[config.mk]
export PLATFORM = sky130hd
export DESIGN_NAME = reservation_station_scheduler_core
export DESIGN_NICKNAME = d
export VERILOG_FILES = /design/src/sv/rss_pkg.sv /design/src/sv/rss_station.sv /design/src/sv/reservation_station_scheduler_core.sv
export SDC_FILE = /design/constraint.sdc
export NUM_CORES = 2
export LEC_CHECK = 0
export BUFFER_PORTS_ARGS = -buffer_cell sky130_fd_sc_hd__buf_4
export CAP_MARGIN = 10
export CELL_PAD_IN_SITES_DETAIL_PLACEMENT = 0
export CELL_PAD_IN_SITES_GLOBAL_PLACEMENT = 1
export CORE_ASPECT_RATIO = 1.75
export CORE_MARGIN = 1.5
export CORE_UTILIZATION = 47
export DETAILED_ROUTE_END_ITERATION = 8
export GPL_ROUTABILITY_DRIVEN = 0
export PLACE_DENSITY_LB_ADDON = 0.08
export SYNTH_ARGS = -nofsm -noshare
export SYNTH_HDL_FRONTEND = slang
export SYNTH_SLANG_ARGS = --single-unit
[constraint.sdc]
create_clock -name clk -period 9.7 [get_ports clk]
set_input_delay 0.97 -clock clk [delete_from_list [all_inputs] [get_ports clk]]
set_output_delay 0.97 -clock clk [all_outputs]
set_load 0.02 [all_outputs]
[src/sv/rss_pkg.sv]
// Package: shared constants, opcodes and cell interface structs for the station scheduler.
`default_nettype none
package rss_pkg;

  localparam int MaxPerClass = 10;
  localparam int NumStations = 3 * MaxPerClass;
  localparam int NumRegs     = 32;
  localparam int TagW        = 5;
  localparam int LatW        = 6;
  localparam int CntW        = 4;
  localparam int ValW        = 16;
  localparam int RegIdxW     = 5;

  // Operation codes
  typedef enum logic [2:0] {
    FN_LOAD = 3'd0,
    FN_ADD  = 3'd1,
    FN_SUB  = 3'd2,
    FN_MUL  = 3'd3,
    FN_DIV  = 3'd4
  } func_t;

  // Configuration register indexes
  typedef enum logic [2:0] {
    CFG_LOAD_ST  = 3'd0,
    CFG_ADD_ST   = 3'd1,
    CFG_MUL_ST   = 3'd2,
    CFG_LOAD_LAT = 3'd3,
    CFG_ADD_LAT  = 3'd4,
    CFG_MUL_LAT  = 3'd5,
    CFG_DIV_LAT  = 3'd6,
    CFG_BCAST    = 3'd7
  } cfg_idx_t;

  // Per-cycle control into one station cell
  typedef struct packed {
    logic            step;
    logic            issue;
    logic            in_range;
    logic [TagW-1:0] tag_a;
    logic [TagW-1:0] tag_b;
    logic [LatW-1:0] latency;
    logic            bcast_valid;
    logic [TagW-1:0] bcast_tag;
  } cell_ctl_t;

  // Status out of one station cell
  typedef struct packed {
    logic take;
    logic grant;
    logic ended;
  } cell_stat_t;

endpackage
`default_nettype wire

[src/sv/rss_station.sv]
// One reservation station cell: issue/write priority chains, countdown and tag snooping.
`default_nettype none
module rss_station (
  input  wire logic                 clk,
  input  wire logic                 rst_n,
  input  wire rss_pkg::cell_ctl_t   ctl,
  input  wire logic                 free_in,
  output logic                      free_out,
  input  wire logic                 pend_in,
  output logic                      pend_out,
  output rss_pkg::cell_stat_t       stat
);

  logic                     busy_r, busy_nxt;
  logic                     fin_r, fin_nxt;
  logic [rss_pkg::LatW-1:0] cnt_r, cnt_nxt;
  logic [rss_pkg::TagW-1:0] tag_a_r, tag_a_nxt;
  logic [rss_pkg::TagW-1:0] tag_b_r, tag_b_nxt;

  logic                     avail, take, cand, grant, run, ended;
  logic [rss_pkg::LatW-1:0] cnt_dec;
  logic [rss_pkg::TagW-1:0] ta, tb;

  // Issue chain: first free station in the class range takes the item
  assign avail    = ctl.in_range & ~busy_r;
  assign take     = ctl.issue & avail & ~free_in;
  assign free_out = free_in | avail;

  // Write chain: lowest station finished in an earlier cycle wins the bus
  assign cand     = busy_r & fin_r;
  assign grant    = cand & ~pend_in;
  assign pend_out = pend_in | cand;

  // Countdown once both operands are present
  assign run     = busy_r & ~fin_r & (tag_a_r == '0) & (tag_b_r == '0);
  assign cnt_dec = cnt_r - rss_pkg::LatW'(1);
  assign ended   = run & (cnt_dec == '0);

  assign ta = take ? ctl.tag_a : tag_a_r;
  assign tb = take ? ctl.tag_b : tag_b_r;

  assign stat.take  = take;
  assign stat.grant = grant;
  assign stat.ended = ended;

  // Next state
  always_comb begin
    busy_nxt  = busy_r;
    fin_nxt   = fin_r;
    cnt_nxt   = cnt_r;
    tag_a_nxt = tag_a_r;
    tag_b_nxt = tag_b_r;
    if (grant) begin
      busy_nxt  = 1'b0;
      fin_nxt   = 1'b0;
      cnt_nxt   = '0;
      tag_a_nxt = '0;
      tag_b_nxt = '0;
    end else begin
      if (take) begin
        busy_nxt = 1'b1;
        fin_nxt  = 1'b0;
        cnt_nxt  = ctl.latency;
      end else if (run) begin
        cnt_nxt = cnt_dec;
        fin_nxt = ended;
      end
      // snoop the bus for operands
      tag_a_nxt = (ctl.bcast_valid && ta == ctl.bcast_tag) ? '0 : ta;
      tag_b_nxt = (ctl.bcast_valid && tb == ctl.bcast_tag) ? '0 : tb;
    end
  end

  always_ff @(posedge clk) begin
    if (!rst_n) begin
      busy_r  <= 1'b0;
      fin_r   <= 1'b0;
      cnt_r   <= '0;
      tag_a_r <= '0;
      tag_b_r <= '0;
    end else if (ctl.step) begin
      busy_r  <= busy_nxt;
      fin_r   <= fin_nxt;
      cnt_r   <= cnt_nxt;
      tag_a_r <= tag_a_nxt;
      tag_b_r <= tag_b_nxt;
    end
  end

endmodule
`default_nettype wire

[src/sv/reservation_station_scheduler_core.sv]
// Top level: Tomasulo station scheduler, a row of station cells plus register tag file.
//
//  channel | dir | handshake          | payload
//  in_     | in  | in_tvalid/in_tready | tuser: instr_valid; tdata: func,dest,src_a,src_b
//  out_    | out | out_tvalid/out_tready | tdata: issue, exec, write-back, busy count
//  cfg_    | in  | cfg_we              | cfg_addr index, cfg_wdata value
//
// One item is one scheduler step; its result is registered in the output
// register. The issue and write priority chains run combinationally through
// all 30 cells. A new item is taken while a result waits, as long as the
// output register is empty or being drained.
// Synchronous active-low reset clears all stations and tags; config to defaults.
`default_nettype none
module reservation_station_scheduler_core (
  input  wire logic        clk,
  input  wire logic        rst_n,
  input  wire logic        in_tvalid,
  output logic             in_tready,
  input  wire logic [23:0] in_tdata,   // func[2:0], dest_reg[7:3], src_a_reg[12:8], src_b_reg[17:13]
  input  wire logic        in_tuser,   // instr_valid
  output logic             out_tvalid,
  input  wire logic        out_tready,
  output logic [63:0]      out_tdata,  // issued[0], issue_station[5:1], exec_end_mask[35:6],
                                       // wb_valid[36], wb_station[41:37], wb_value[57:42],
                                       // busy_count[62:58]
  input  wire logic        cfg_we,
  input  wire logic [2:0]  cfg_addr,
  input  wire logic [15:0] cfg_wdata
);

  localparam int NS = rss_pkg::NumStations;
  localparam int TW = rss_pkg::TagW;

  // Configuration registers
  logic [rss_pkg::CntW-1:0] n_ld_r, n_add_r, n_mul_r;
  logic [rss_pkg::LatW-1:0] lat_ld_r, lat_add_r, lat_mul_r, lat_div_r;
  logic [rss_pkg::ValW-1:0] bval_r;

  always_ff @(posedge clk) begin
    if (!rst_n) begin
      n_ld_r    <= 4'd3;
      n_add_r   <= 4'd3;
      n_mul_r   <= 4'd2;
      lat_ld_r  <= 6'd2;
      lat_add_r <= 6'd2;
      lat_mul_r <= 6'd10;
      lat_div_r <= 6'd40;
      bval_r    <= 16'd99;
    end else if (cfg_we) begin
      case (rss_pkg::cfg_idx_t'(cfg_addr))
        rss_pkg::CFG_LOAD_ST:  n_ld_r    <= cfg_wdata[3:0];
        rss_pkg::CFG_ADD_ST:   n_add_r   <= cfg_wdata[3:0];
        rss_pkg::CFG_MUL_ST:   n_mul_r   <= cfg_wdata[3:0];
        rss_pkg::CFG_LOAD_LAT: lat_ld_r  <= cfg_wdata[5:0];
        rss_pkg::CFG_ADD_LAT:  lat_add_r <= cfg_wdata[5:0];
        rss_pkg::CFG_MUL_LAT:  lat_mul_r <= cfg_wdata[5:0];
        rss_pkg::CFG_DIV_LAT:  lat_div_r <= cfg_wdata[5:0];
        rss_pkg::CFG_BCAST:    bval_r    <= cfg_wdata;
        default: ;
      endcase
    end
  end

  // Input fields
  logic        step;
  logic [2:0]  func;
  logic [4:0]  dest, src_a, src_b;
  logic        out_tvalid_r;
  logic [63:0] out_tdata_r;

  assign in_tready = ~out_tvalid_r | out_tready;
  assign step      = in_tvalid & in_tready;
  assign func      = in_tdata[2:0];
  assign dest      = in_tdata[7:3];
  assign src_a     = in_tdata[12:8];
  assign src_b     = in_tdata[17:13];

  // Class range and latency of the offered op
  logic [4:0] c_ld, c_add, c_mul, rng_lo, rng_hi;
  logic [rss_pkg::LatW-1:0] lat;
  logic issue;

  assign c_ld  = (n_ld_r  > 4'd10) ? 5'd10 : {1'b0, n_ld_r};
  assign c_add = (n_add_r > 4'd10) ? 5'd10 : {1'b0, n_add_r};
  assign c_mul = (n_mul_r > 4'd10) ? 5'd10 : {1'b0, n_mul_r};

  always_comb begin
    issue  = in_tuser;
    rng_lo = 5'd0;
    rng_hi = 5'd0;
    lat    = lat_ld_r;
    case (rss_pkg::func_t'(func))
      rss_pkg::FN_LOAD: begin
        rng_hi = c_ld;
      end
      rss_pkg::FN_ADD, rss_pkg::FN_SUB: begin
        rng_lo = c_ld;
        rng_hi = c_ld + c_add;
        lat    = lat_add_r;
      end
      rss_pkg::FN_MUL: begin
        rng_lo = c_ld + c_add;
        rng_hi = c_ld + c_add + c_mul;
        lat    = lat_mul_r;
      end
      rss_pkg::FN_DIV: begin
        rng_lo = c_ld + c_add;
        rng_hi = c_ld + c_add + c_mul;
        lat    = lat_div_r;
      end
      default: issue = 1'b0;
    endcase
  end

  // Register tag file: source capture
  logic [TW-1:0] reg_tag_r [rss_pkg::NumRegs];
  logic [TW-1:0] cap_a, cap_b;
  logic          is_load;

  assign is_load = (func == rss_pkg::FN_LOAD);
  assign cap_a   = is_load ? '0 : reg_tag_r[src_a];
  assign cap_b   = is_load ? '0 : reg_tag_r[src_b];

  // Station row
  rss_pkg::cell_ctl_t  ctl  [NS];
  rss_pkg::cell_stat_t stat [NS];
  logic [NS:0]   free_ch, pend_ch;
  logic [NS-1:0] take_vec, grant_vec, end_vec;
  logic [4:0]    iss_st, wb_st;
  logic          issued, wb_valid;
  logic [TW-1:0] new_tag, wb_tag;

  assign free_ch[0] = 1'b0;
  assign pend_ch[0] = 1'b0;

  for (genvar i = 0; i < NS; i++) begin : g_st
    always_comb begin
      ctl[i].step        = step;
      ctl[i].issue       = issue;
      ctl[i].in_range    = (5'(i) >= rng_lo) && (5'(i) < rng_hi);
      ctl[i].tag_a       = cap_a;
      ctl[i].tag_b       = cap_b;
      ctl[i].latency     = lat;
      ctl[i].bcast_valid = wb_valid;
      ctl[i].bcast_tag   = wb_tag;
    end
    rss_station u_st (
      .clk      (clk),
      .rst_n    (rst_n),
      .ctl      (ctl[i]),
      .free_in  (free_ch[i]),
      .free_out (free_ch[i+1]),
      .pend_in  (pend_ch[i]),
      .pend_out (pend_ch[i+1]),
      .stat     (stat[i])
    );
    assign take_vec[i]  = stat[i].take;
    assign grant_vec[i] = stat[i].grant;
    assign end_vec[i]   = stat[i].ended;
  end

  // One-hot to index
  always_comb begin
    iss_st = '0;
    wb_st  = '0;
    for (int k = 0; k < NS; k++) begin
      if (take_vec[k])  iss_st = iss_st | 5'(k);
      if (grant_vec[k]) wb_st  = wb_st  | 5'(k);
    end
  end

  assign issued   = |take_vec;
  assign wb_valid = |grant_vec;
  assign new_tag  = iss_st + TW'(1);
  assign wb_tag   = wb_st + TW'(1);

  // Rename destination, then clear tags of the writing station
  always_ff @(posedge clk) begin
    if (!rst_n) begin
      for (int r = 0; r < rss_pkg::NumRegs; r++) reg_tag_r[r] <= '0;
    end else if (step) begin
      for (int r = 0; r < rss_pkg::NumRegs; r++) begin
        if (issued && dest == 5'(r)) reg_tag_r[r] <= new_tag;
        else if (wb_valid && reg_tag_r[r] == wb_tag) reg_tag_r[r] <= '0;
      end
    end
  end

  // Busy station count
  logic [4:0] busy_cnt_r, busy_cnt_nxt;

  assign busy_cnt_nxt = busy_cnt_r + 5'(issued) - 5'(wb_valid);

  always_ff @(posedge clk) begin
    if (!rst_n) busy_cnt_r <= '0;
    else if (step) busy_cnt_r <= busy_cnt_nxt;
  end

  // Output register
  always_ff @(posedge clk) begin
    if (!rst_n) begin
      out_tvalid_r <= 1'b0;
    end else if (step) begin
      out_tvalid_r <= 1'b1;
    end else if (out_tready) begin
      out_tvalid_r <= 1'b0;
    end
  end

  always_ff @(posedge clk) begin
    if (step) begin
      out_tdata_r <= {1'b0, busy_cnt_nxt, (wb_valid ? bval_r : 16'd0), wb_st, wb_valid,
                      end_vec, iss_st, issued};
    end
  end

  assign out_tvalid = out_tvalid_r;
  assign out_tdata  = out_tdata_r;

  // Checks
  a_grant_onehot: assert property (@(posedge clk) disable iff (!rst_n)
    $onehot0(grant_vec)) else $error("more than one station writes");
  a_take_onehot: assert property (@(posedge clk) disable iff (!rst_n)
    $onehot0(take_vec)) else $error("more than one station takes the item");
  a_busy_range: assert property (@(posedge clk) disable iff (!rst_n)
    busy_cnt_r <= 5'(NS)) else $error("busy count out of range");
  a_no_take_grant: assert property (@(posedge clk) disable iff (!rst_n)
    (take_vec & grant_vec) == '0) else $error("station issued and written at once");

endmodule
`default_nettype wire
==> run summary <==
The run gives 157 as the number of placement rows. The initial antenna violation count is 8, and the combinational fraction of design power is 19.6%. Ranked by instance count, the synthesized netlist is headed by sky130_fd_sc_hd__dfxtp_1 (598), sky130_fd_sc_hd__nor2_1 (535), sky130_fd_sc_hd__nand2_1 (495). The leading area contributor after synthesis is sky130_fd_sc_hd__dfxtp_1.

For the worst-skew pair, the clock arrives at the later sink with an insertion delay of 0.73 ns. The post-route netlist has 10.7% of its cells at a drive strength greater than 1. The cell chosen for the clock root was sky130_fd_sc_hd__clkbuf_16. The number of cells traversed by the worst register-to-register path is 17. Setup total negative slack on the finished layout was measured at 0 ns. For the DRC marker count from the first detailed-route iteration, the log shows 3,920. The launching element type of the critical path is a flip-flop. The proportion of synthesized chip area in sequential cells is 37.8%.

The largest net degree at the start of global routing was 102. The final layout contains routed wiring with a total length of 206,000 um. The die is 248 um wide. The mean instance size in the synthesized netlist came out at 8.85 sq um. The setup violation total in the final timing report is 0.

In this run the most used layer during global routing was met2. The longest clock path from root to sink contains 3 buffers. Path type of the worst setup path: flip-flop to flip-flop. The path class of the tightest hold or removal check is flip-flop to flip-flop. The met2 demand-to-capacity share in global routing is 63.3%, and the largest fanout on the critical path is 28. The Yosys step of the flow raised 0 warnings.

The final route contains 46,100 vias. The flow ran to the end, but the final reports show violations. The final number of hold-violating endpoints was 0. Number of global-route vias before repair: 44,800. The floorplan step defined a die boundary enclosing 107,000 sq um. STA puts the critical path data required time at 10.04 ns. After synthesis, the share of flip-flops with an asynchronous set or reset is 0%. The number of nets in the final layout was 5,666. The worst max-slew margin expressed relative to the limit is 7.05%, and the design internal power is 6070 uW.

The worst IR drop on VDD came out at 0.162 mV. The area of placed instances is 51,600 sq um. The total number of H-tree levels was 3. The standby leakage power was 0.0198 uW. The cell count after synthesis came out at 5,579.

The sequential share of power is 43.5%, and the number of design rule violations left after detail routing is 26. The data arrival time of the critical path came out at 9.31 ns. The core region is 104,000 sq um. Summing every instance area after synthesis gives 49,400 sq um. Summing all non-filler instances in the final layout gives an area of 54,300 sq um.

The initial cell density of the core is 47.3%, and the wire length of the first global-routing pass is 298,000 um. The checks that failed: design-rule violations. Dividing the final minimum period by the clock period gives 92.5%. The smallest clock period supported by the final layout is computed as 8.98 ns. TritonCTS built the clock tree. The logs give 9,946 for the count of filler cells inserted in the layout and 0.0431 ns for the clock tree skew after final layout. For the final count of pins violating max slew, the log shows 0.

Most instantiated flip-flop cell in the synthesis netlist: sky130_fd_sc_hd__dfxtp_1. The cell depth of the worst hold path was 2; the switching power as a share of total power was 31.6%. Total power density per cell area: 163 nW/um^2. Using the TritonRoute via totals, the vias-per-cell ratio works out to 6.62. The port buffer count came out at 107. The synthesized design contains 223 enable-type register cells. From synthesis to final layout, the design area changed by 10.1%. Yosys attributes the largest share of cell area to sky130_fd_sc_hd__dfxtp_1 (24%), sky130_fd_sc_hd__edfxtp_1 (14%), sky130_fd_sc_hd__xnor2_1 (5.7%), sky130_fd_sc_hd__mux4_2 (4.3%), sky130_fd_sc_hd__nor2_1 (4.1%).

Before antenna repair, the detailed router went through 8 iterations. The number of gates resized after CTS was 0. Detailed placement ended at an HPWL of 142,000 um.

The clock drives 821 sinks. sky130_fd_sc_hd__dfxtp_1 is the most common cell in the netlist. The run gives 41.9% as the global-route track usage on met1. Static timing analysis puts the maximum clock frequency at 111 MHz. After global routing the overflow that remains totals 0. After clock tree synthesis, the clock-pin slew on the worst setup and hold paths is 0.06 ns. The tools report the part of the power in the clock network as 36.9%.

The top cell type by area accounts for 24.3% of the synthesized area. In this run the post-CTS setup repair buffer count came out at 0. Counting flops and latches in the post-synthesis netlist gives 821. The height of the die was 432 um; the pin slew with the least headroom to its limit was 1.39 ns. In this run the remaining antenna-violating nets after routing total 0. Setup repair after global routing left no endpoint under its margin. The run gives 0 as the post-cts hold buffer count. The netlist uses 110 different library cells. For the max-capacitance violation count, the log shows 0. The worst setup path is captured at a flip-flop. The tools report the number of buffers created by CTS as 83. The met3 usage in global routing came out at 6.78%.

When the netlist entered floorplanning its net count stood at 5,704. In this run the power spent charging and discharging nets is 2800 uW. Dividing the detail-routed wire length by the instance count gives 29.6 um. In the global route stage, overall resource usage came out at 38.1%. The run gives 115 as the total I/O pin count.
## cells by family (layout without fill, tap and decap cells)
group	count (synthesis)	count (layout)	synth area share (%)
AND/OR/NAND/NOR	1971	1971	19.6
AO/OA/AOI/OAI	1439	1439	20.0
flip-flops	821	821	37.8
XOR/XNOR	525	525	9.32
buffers and inverters	517	547	4.26
multiplexers	229	229	7.03
adder cells (fa/ha/maj)	76	76	1.96
other	1	3	0.00760
## critical path, stage by stage, from the launching register on
cell and delay [ns]:
sky130_fd_sc_hd__dfxtp_1 0.46, sky130_fd_sc_hd__nor2b_1 0.53, sky130_fd_sc_hd__ha_1 0.42, sky130_fd_sc_hd__a31o_2 0.26, sky130_fd_sc_hd__a311o_1 0.34, sky130_fd_sc_hd__and2_1 0.18
sky130_fd_sc_hd__ha_1 0.33, sky130_fd_sc_hd__or2_2 0.33, sky130_fd_sc_hd__o211ai_1 0.20, sky130_fd_sc_hd__o211a_1 0.51, sky130_fd_sc_hd__nand3_1 0.52, sky130_fd_sc_hd__a211oi_4 0.48
sky130_fd_sc_hd__nand3_2 0.40, sky130_fd_sc_hd__a2111oi_0 0.85, sky130_fd_sc_hd__or4_1 0.42, sky130_fd_sc_hd__o21ai_1 0.41, sky130_fd_sc_hd__or3b_2 0.85, sky130_fd_sc_hd__o311ai_0 1.08
## path summary, 6_finish.rpt
| path | startpoint | to | slack [ns] |
|---|---|---|---|
| worst min register to register | bval_r[11]$_SDFFE_PN0P_ | bval_r[11]$_SDFFE_PN0P_ | 0.45 |
| worst min-delay path | bval_r[11]$_SDFFE_PN0P_ | bval_r[11]$_SDFFE_PN0P_ | 0.45 |
| worst max-delay path | n_ld_r[2]$_SDFFE_PN0P_ | reg_tag_r[12][1]$_SDFFCE_PP0P_ | 0.72 |
| worst max register to register | n_ld_r[2]$_SDFFE_PN0P_ | reg_tag_r[12][1]$_SDFFCE_PP0P_ | 0.72 |
## metrics by stage
step	instances	worst slack [ns]	total power [uW]	hold slack [ns]	utilization [%]
floorplan	5579	3.07	5030	0.432	-
global placement	6798	1.11	5600	0.437	49.5
detailed placement	6798	0.996	5620	0.443	49.5
CTS	6951	0.981	8870	0.452	52.0
global route	6960	0.250	9170	0.467	52.1
finish	6962	0.723	8870	0.451	52.1
## per-layer routing
| layer | part of all wire [%] | vias to the layer above |
|---|---|---|
| li1 | - | 20600 |
| met1 | 35 | 22300 |
| met2 | 47 | 2326 |
| met3 | 7.9 | 874 |
| met4 | 9.7 | 0 |
| met5 | 0 | - |
## flip-flops by register name, indices dropped and copies added (netlist names), 16 cells and up
| register | cells |
|---|---|
| bval_r | 16 |
| g_st.u_st.fin_r | 30 |
| g_st.u_st.cnt_r | 180 |
| g_st.u_st.tag_a_r | 150 |
| g_st.u_st.busy_r | 30 |
| g_st.u_st.tag_b_r | 150 |
| reg_tag_r | 160 |
| out_tdata | 63 |
## final cells by class
class	instances	area [sq um]	area share, %
multi-input cells	4241	28900	53.1
flip-flops and latches	821	18700	34.4
clock buffers	111	2280	4.20
repair buffers	253	1910	3.51
well taps	1351	1690	3.11
inverters	141	542	0.997
clock inverters	42	365	0.672
diodes	2	5.00	0.00921
## cells in the final DEF, fill, tap and decap left out, types with 43 or more instances in the layout
master	synthesis	routed
sky130_fd_sc_hd__o211ai_1	62	62
sky130_fd_sc_hd__a211oi_1	67	67
sky130_fd_sc_hd__dfxtp_1	598	598
sky130_fd_sc_hd__ha_1	74	73
sky130_fd_sc_hd__nand2b_1	70	70
sky130_fd_sc_hd__inv_1	137	137
sky130_fd_sc_hd__nand2_1	495	492
sky130_fd_sc_hd__nor4_1	158	155
sky130_fd_sc_hd__mux4_2	94	94
sky130_fd_sc_hd__edfxtp_1	223	223
sky130_fd_sc_hd__buf_4	17	241
sky130_fd_sc_hd__and2_1	44	44
sky130_fd_sc_hd__o22ai_1	43	43
sky130_fd_sc_hd__o21ai_0	319	319
sky130_fd_sc_hd__nor3_1	193	189
sky130_fd_sc_hd__nand4_1	56	56
sky130_fd_sc_hd__a21oi_1	297	291
sky130_fd_sc_hd__a31oi_1	73	73
sky130_fd_sc_hd__a22o_1	180	180
sky130_fd_sc_hd__nand3_1	145	145
sky130_fd_sc_hd__mux2i_1	134	134
sky130_fd_sc_hd__o31ai_1	49	48
sky130_fd_sc_hd__nor2_1	535	532
sky130_fd_sc_hd__xnor2_1	320	319
sky130_fd_sc_hd__xor2_1	205	202
sky130_fd_sc_hd__clkbuf_16	0	84
## power by group through the flow
stage          registers [uW]  clock network (uW)  logic (uW)
3_5_place_dp             3930                   0        1690
3_3_place_gp             3930                   0        1680
4_1_cts                  3860                3310        1700
5_1_grt                  3880                3430        1860
2_1_floorplan            3900                   0        1130
6_report                 3860                3270        1740
Power figures use the tool's default switching activity.
